$ cat src/rtl/acpb_pkg.sv
package acpb_pkg;

  localparam int unsigned DefMaxStations = 256;
  localparam int unsigned InW   = 16;
  localparam int unsigned SumW  = 24;
  localparam int unsigned AccW  = 48;
  localparam int unsigned OutW  = 32;
  localparam int unsigned CntW  = 9;
  localparam int unsigned NComp = 8;
  localparam int unsigned QuoW  = 49;

  typedef struct packed {
    logic load;
    logic clear;
    logic div_start;
    logic out_load;
  } acpb_cmd_t;

  typedef struct packed {
    logic div_busy;
    logic div_done;
  } acpb_stat_t;

endpackage

$ cat src/rtl/acpb_ctrl.sv
module acpb_ctrl #(
  parameter int unsigned MaxStations = acpb_pkg::DefMaxStations
) (
  input  logic                         clk,
  input  logic                         rst,
  input  logic                         in_valid,
  output logic                         in_ready,
  output logic                         out_valid,
  input  logic                         out_ready,
  input  logic [acpb_pkg::CntW-1:0]    stn_count,
  input  acpb_pkg::acpb_stat_t         stat,
  output acpb_pkg::acpb_cmd_t          cmd,
  output logic [acpb_pkg::AccW-1:0]    baselines
);
  import acpb_pkg::*;

  localparam int unsigned IdxW = $clog2(MaxStations + 1);

  typedef enum logic [1:0] {ST_RUN, ST_START, ST_DIV, ST_OUT} state_t;

  state_t          state;
  logic [IdxW-1:0] idx;
  logic [IdxW-1:0] n_eff;
  logic            last;
  logic [2*IdxW-1:0] prod;

  always_comb begin
    if (stn_count < CntW'(2)) begin
      n_eff = IdxW'(2);
    end else if (32'(stn_count) > MaxStations) begin
      n_eff = IdxW'(MaxStations);
    end else begin
      n_eff = IdxW'(stn_count);
    end
  end

  assign prod = n_eff * (n_eff - 1'b1);

  assign in_ready = (state == ST_RUN);
  assign cmd.load = in_valid && in_ready;
  assign last = (idx + 1'b1) >= n_eff;
  assign cmd.div_start = (state == ST_START);
  assign cmd.out_load = stat.div_done;
  assign cmd.clear = stat.div_done;

  always_ff @(posedge clk) begin
    if (rst) begin
      state     <= ST_RUN;
      idx       <= '0;
      out_valid <= 1'b0;
      baselines <= '0;
    end else begin
      case (state)
        ST_RUN: begin
          if (cmd.load) begin
            idx <= idx + 1'b1;
            if (last) begin
              baselines <= AccW'(prod >> 1);
              state     <= ST_START;
            end
          end
        end
        ST_START: begin
          state <= ST_DIV;
        end
        ST_DIV: begin
          if (stat.div_done) begin
            idx       <= '0;
            out_valid <= 1'b1;
            state     <= ST_OUT;
          end
        end
        ST_OUT: begin
          if (out_ready) begin
            out_valid <= 1'b0;
            state     <= ST_RUN;
          end
        end
        default: state <= ST_RUN;
      endcase
    end
  end

  assert property (@(posedge clk) disable iff (rst) in_ready |-> !out_valid)
    else $error("input taken while result pending");
  assert property (@(posedge clk) disable iff (rst) stat.div_done |-> state == ST_DIV)
    else $error("divider finished outside divide state");
  assert property (@(posedge clk) disable iff (rst) cmd.div_start |=> stat.div_busy)
    else $error("divider did not start");

endmodule

$ cat config.mk
export PLATFORM = sky130hd
export DESIGN_NAME = acpb_ctrl
export DESIGN_NICKNAME = d
export VERILOG_FILES = /design/src/rtl/acpb_pkg.sv /design/src/rtl/acpb_ctrl.sv
export SDC_FILE = /design/constraint.sdc
export NUM_CORES = 1
export LEC_CHECK = 0
export ABC_AREA = 1
export ABC_CLOCK_PERIOD_IN_PS = 17800
export BUFFER_PORTS_ARGS = -buffer_cell sky130_fd_sc_hd__buf_2
export CAP_MARGIN = 20
export CORE_MARGIN = 3
export CORE_UTILIZATION = 35
export DETAILED_ROUTE_END_ITERATION = 7
export SYNTH_ARGS = -nofsm -noshare
export SYNTH_HDL_FRONTEND = slang
export SYNTH_SLANG_ARGS = --single-unit
export TNS_END_PERCENT = 50
$ cat constraint.sdc
create_clock -name clk -period 17.8 [get_ports clk]
set_input_delay 3.56 -clock clk [delete_from_list [all_inputs] [get_ports clk]]
set_output_delay 3.56 -clock clk [all_outputs]
set_load 0.02 [all_outputs]
==> results of run 1 <==
[final cells by class]
class	count	area, um2
fill	1550	8940
inverter	145	549
tap	184	230
clock buffer	7	143
sequential	29	581
multi-input combinational	536	3970
timing repair buffer	36	180
[sequential cells by signal, indices dropped and copies added (netlist names)]
register   count
baselines     17
out_valid      1
state          2
idx            9
[cell usage after synthesis, types with 3 or more instances]
library cell,instances,area [um2]
o21ai_0,16,80.1
fa_1,55,1100
dfxtp_1,29,581
nand2_1,143,537
nor2_2,3,18.8
nand3_1,21,105
buf_4,34,255
xnor2_1,4,35.0
nor2_8,3,60.1
ha_1,78,976
or2_2,3,18.8
clkbuf_1,3,11.3
xor2_1,8,70.1
inv_1,131,492
a21oi_1,29,145
nand4_1,8,50.1
inv_2,12,45.0
nor2_1,98,368
nor2_4,6,67.6
[cell families after synthesis]
kind of cell	count (synthesis)	share of synthesized area (%)
fa+ha+maj	133	39.5
simple gates	297	25.4
buf+inv	187	16.3
compound gates	53	5.64
flops	29	11.0
xor+xnor	12	2.00
other cells	2	0.143
[worst max-delay path: cells and delay by family]
| family | cells | cell delay, ns |
|---|---|---|
| buffers and inverters | 10 | 0.86 |
| and+or+nand+nor | 15 | 1.44 |
| AOI/OAI and AO/OA | 1 | 0.24 |
| adders and majority gates | 7 | 3.25 |
[where the power goes]
part / total (W) / internal, W / switching [W]
clock network: 0.0000817 / 0.0000546 / 0.0000272
logic: 0.000428 / 0.000157 / 0.000270
registers: 0.0000855 / 0.0000773 / 0.00000814
total: 0.000595 / 0.000289 / 0.000306
[how the worst max path moves through the flow]
stage | from | to
floorplan | stn_count[4] | baselines[11]
global placement | stn_count[8] | baselines[11]
detailed placement | stn_count[4] | baselines[12]
CTS | stn_count[4] | baselines[11]
global route | stn_count[4] | baselines[12]
finish | stn_count[4] | baselines[12]
[metal layers]
layer / routed length (um) / vias to the layer above / track usage (%) / share of wire, %
met5: 0 / - / 0 / 0
met4: 78 / 0 / 1.79 / 0.72
met3: 395 / 9 / 2.49 / 3.6
met2: 5160 / 71 / 24.2 / 48
met1: 5200 / 1874 / 18.9 / 48
li1: - / 2190 / - / -
[per-stage QoR]
step / std cells / utilization (%) / area, um2 / hold slack [ns] / setup WS, ns
4_1_cts: 937 / 38.7 / 5650 / 0.482 / 8.58
3_3_place_gp: 930 / 37.8 / 5510 / 0.463 / 8.33
3_5_place_dp: 930 / 37.8 / 5510 / 0.470 / 8.30
2_1_floorplan: 752 / - / 5400 / 0.454 / 8.93
5_1_grt: 937 / 38.7 / 5650 / 0.497 / 8.22
6_report: 937 / 38.7 / 5650 / 0.476 / 8.61
==> results_dict.tcl, run 1 <==
set metrics [dict create \
    status "finished, final reports clean" \
    period_share_pct 51.7 \
    holdPathStages 2 \
    fmax_ghz 0.109 \
    cts_hold_buf 0 \
    power_density_nw_per_um2 105 \
    finalSetupTns_ns 0 \
    final_cell_mix "nand2_1 (143), inv_1 (131), nor2_1 (98)" \
    critical_path_arrival_ns 9.37 \
    ys_seq_area_share_pct 11.0 \
    worstPathMaxFanout 9 \
    rrSetupSlack_ns 14.74 \
    grt_overflow_total 0 \
    skew_ns 0.00566 \
    start_util_pct 36.0 \
    reg2regPathDepth 17 \
    htree_levels 2 \
    ys_dominant_reg_cell "dfxtp_1" \
    rr_endpoint "baselines[16]" \
    routabilityCongestion 0.885 \
    rsz0062_at_grt "false" \
    cts_buffers 5 \
    grt_pass1_wl_mm 19.0 \
    cp-end-kind "flop" \
    synthesis.area_um2 5260 \
    fin_crit_ns 9.19 \
    grtUsageTotal_pct 14.0 \
    slew-limit-headroom_pct 61.2 \
    crit_type "primary input to flop" \
    critPathMostFrequentCell "inv_1" \
    drc 0 \
    dpl.hpwl_mm 9.46 \
    grt_max_degree 23 \
    hold-path-endpoint "baselines[4]" \
    cp.required_ns 17.97 \
    netlist_instances 713 \
    drv_cap 0 \
    yosys_register_bits 29 \
    max-vdd-ir-drop_mv 0.0629 \
    dr.first_iter.drc_count 185 \
    setup.worst_path.start_class "primary input" \
    die_w_um 129 \
    cts_resized 0 \
    cp_slowest_cell "fa_1" \
    area_growth_pct 7.50 \
    insertion_delay_ns 0.28 \
    cts_buffer_depth 2 \
    vias 4144 \
    synth_edf_count 0 \
    cts_tree "yes" \
    worst_pin_slew_ns 0.582 \
    rows 44 \
    fp.dieArea_um2 16500 \
    synth_cell_types 41 \
    viasPerCell 4.42 \
    clkTransAtPathRegs_ns 0.05 \
    avgRoutedWirePerCell_um 11.6 \
    cts_num_sinks 29 \
    drv_slew 0 \
    antenna_found_initial 0 \
    hp-class "flop to flop" \
    synth_area_per_cell_um2 7.37 \
    layout_commonest_cell "nand2_1" \
    routed_wl_mm 10.8 \
    antenna_cells 0 \
    async_reset_ff_share_pct 0 \
    drtPass1Iterations 4 \
    hold_start "baselines[4]" \
    grt_pass1_vias 4091 \
    p_leak_nw 3.21 \
    r2r_start "idx[0]" \
    setup_viol 0 \
    core_um2 14600 \
    io_pins 69 \
    post-cts-setup-buffers 0 \
    portBuffers 36 \
    ys_warn_count 0 \
    ant_nets 0 \
    layout-drive-gt1-share_pct 10.5 \
    total_power_w 0.000595 \
    root_buffer "clkbuf_16" \
    slowest_delay_ns 0.55 \
    fin_nets 901 \
    die_h_um 129 \
    finalHoldViolCount 0 \
]
(Power assumes the default switching activity.)
==> inputs of run 2 (changes only) <==
ABC_AREA = 0   (was 1)
ABC_CLOCK_PERIOD_IN_PS = 8200   (was 17800)
clock period = 8.2 ns   (was 17.8 ns; I/O delays follow)
==> results_dict.tcl, run 2 <==
set metrics [dict create \
    status "finished, final reports clean" \
    routabilityCongestion 0.894 \
    reg2regPathDepth 13 \
    ys_warn_count 0 \
    cp.required_ns 8.37 \
    dpl.hpwl_mm 9.31 \
    dr.first_iter.drc_count 161 \
    fin_nets 778 \
    largest_reg_flops 17 \
    avgRoutedWirePerCell_um 13.7 \
    synth_common_cells "inv_1 (91), ha_1 (78), nor2_1 (73)" \
    portBuffers 36 \
    hold_start "out_valid" \
    max-vdd-ir-drop_mv 0.185 \
    yosys_register_bits 29 \
    start_util_pct 36.4 \
    drtPass1Iterations 4 \
    grtUsageTotal_pct 15.1 \
    layout_commonest_cell "inv_1" \
    fin_crit_ns 7.81 \
    yosysMostFrequentCell "inv_1" \
    final_cell_mix "inv_1 (91), ha_1 (78), nor2_1 (73)" \
    finalHoldViolCount 0 \
    antenna_cells 0 \
    cp-end-kind "flop" \
    hp-class "flop to flop" \
    worstPathMaxFanout 5 \
    rrSetupSlack_ns 4.96 \
    root_buffer "clkbuf_16" \
    grt_pass1_vias 3984 \
    layout-drive-gt1-share_pct 11.4 \
    fmax_ghz 0.128 \
    fp.dieArea_um2 15400 \
    ys_dominant_reg_cell "dfxtp_1" \
    ys_seq_area_share_pct 11.9 \
    core_um2 13500 \
    rsz0062_at_grt "false" \
    clkTransAtPathRegs_ns 0.05 \
    period_share_pct 95.3 \
    crit_type "primary input to flop" \
    routed_wl_mm 11.1 \
    final_util_pct 40.6 \
    insertion_delay_ns 0.28 \
    r2r_start "idx[0]" \
    io_pins 69 \
    drv_cap 0 \
    placedCellCount 799 \
    ant_nets 0 \
    synth_cell_types 53 \
    area_growth_pct 11.6 \
    viasPerCell 4.73 \
    p_leak_nw 2.87 \
    synth_edf_count 0 \
    fin_cells 807 \
    synth_area_per_cell_um2 8.53 \
    worst_pin_slew_ns 0.555 \
    cts_num_sinks 29 \
    hold-path-endpoint "out_valid" \
    post-synth-top-area-cell "fa_1" \
    vias 3820 \
    power_density_nw_per_um2 202 \
    grt_pass1_wl_mm 19.3 \
    finalSetupTns_ns 0 \
    setup_viol 0 \
    cts_buffer_depth 2 \
    drv_slew 0 \
    die_w_um 124 \
    largest-register "baselines" \
    holdPathStages 2 \
    setup.worst_path.start_class "primary input" \
    cts_buffers 5 \
    synth_area_leaders "fa_1 (22%), ha_1 (20%), dfxtp_1 (12%), inv_1 (7.0%), nor2_1 (5.6%)" \
    async_reset_ff_share_pct 0 \
    grt_overflow_total 0 \
    reg_top3 "baselines (17), idx (9), state (2)" \
    slew-limit-headroom_pct 63.0 \
    htree_levels 2 \
    cts_tree "yes" \
    nFillCells 1430 \
    skew_ns 0.00714 \
    total_power_w 0.00110 \
    rows 42 \
    grt_max_degree 31 \
    synth_top_area_share_pct 22.5 \
    drc 0 \
    rr_endpoint "baselines[15]" \
    critical_path_arrival_ns 7.98 \
    die_h_um 124 \
    netlist_instances 574 \
    synthesis.area_um2 4890 \
    antenna_found_initial 0 \
]
## run 2: changes by cell type after synthesis, sizes merged, moves of 13 or more
cell	change
a21oi	-15
inv	-50
nor2	-36
nand2b	+20
nand3	-13
nand2	-109
## run 2: critical path, stage by stage
cell and delay (ns):
buf_2 0.13, nor4_2 0.30, nand2_2 0.13, o21ai_4 0.17
inv_4 0.05, nor2_4 0.11, inv_2 0.05, or3_4 0.38
nand2b_4 0.15, ha_1 0.38, nand2b_1 0.21, fa_1 0.47
fa_1 0.54, inv_1 0.07, fa_1 0.54, fa_1 0.56
inv_1 0.05, fa_1 0.53, inv_1 0.04, ha_1 0.29
o21ai_0 0.15, nor2_1 0.09, o31ai_1 0.14, a41oi_2 0.19
or4b_1 0.52, o311ai_0 0.10
## run 2: worst max path at each step
stage / start / end / cells past startpoint
after CTS: stn_count[3] / baselines[15] / 26
after floorplan: stn_count[3] / baselines[15] / 25
after global placement: stn_count[3] / baselines[15] / 26
after detailed placement: stn_count[3] / baselines[15] / 26
final: stn_count[3] / baselines[15] / 26
after global routing: stn_count[3] / baselines[15] / 26
## run 2: area by class of cell
cell class              instances  area, um2  share of cell area (%)
clock buffers                   7        143                    2.61
clock inverters                 1       30.0                   0.550
inverters                      94        355                    6.51
multi-input cells             448       3830                    70.2
flip-flops and latches         29        581                    10.6
well taps                     176        220                    4.03
repair buffers                 52        300                    5.50
## run 2: cells by family (layout without fill, tap and decap cells)
logic type / after synthesis / count (layout) / synth area share (%)
AOI/OAI and AO/OA: 66 / 66 / 9.15
and+or+nand+nor: 177 / 177 / 17.5
buffers and inverters: 136 / 154 / 13.1
DFF: 29 / 29 / 11.9
muxes: 10 / 10 / 2.05
adders and majority gates: 133 / 133 / 42.4
xor gates and xnor gates: 21 / 21 / 3.76
other: 2 / 41 / 0.153
## run 2: report_power, final
group	switching [W]	leakage (nW)	internal [W]
clock	0.0000665	0.0841	0.000152
combinational	0.000427	2.55	0.000307
sequential	0.00000364	0.234	0.000147
total	0.000497	2.87	0.000605
## run 2: timing repair
| item | 4_1_cts | 5_1_grt |
|---|---|---|
| hold buffers | 0 | 0 |
| gates resized for setup | 0 | 2 |
| endpoints found under the hold margin | 0 | 0 |
| setup buffers | 0 | 0 |
| endpoints found under the setup margin | 0 | 2 |
## run 2: per-layer routing
metal	vias to the layer above	wire (um)	global-route usage, %
met4	0	277	5.80
met5	-	0	0
met3	15	435	1.76
met2	93	5310	25.3
li1	1890	-	-
met1	1822	5050	19.9
## run 2: through the flow
step           hold WS (ns)  instance area, um2  worst slack (ns)
3_5_place_dp          0.462                5280            0.0581
2_1_floorplan         0.468                5040             0.607
4_1_cts               0.471                5450             0.293
5_1_grt               0.487                5460           0.00408
6_report              0.470                5460             0.388
3_3_place_gp          0.458                5280             0.122
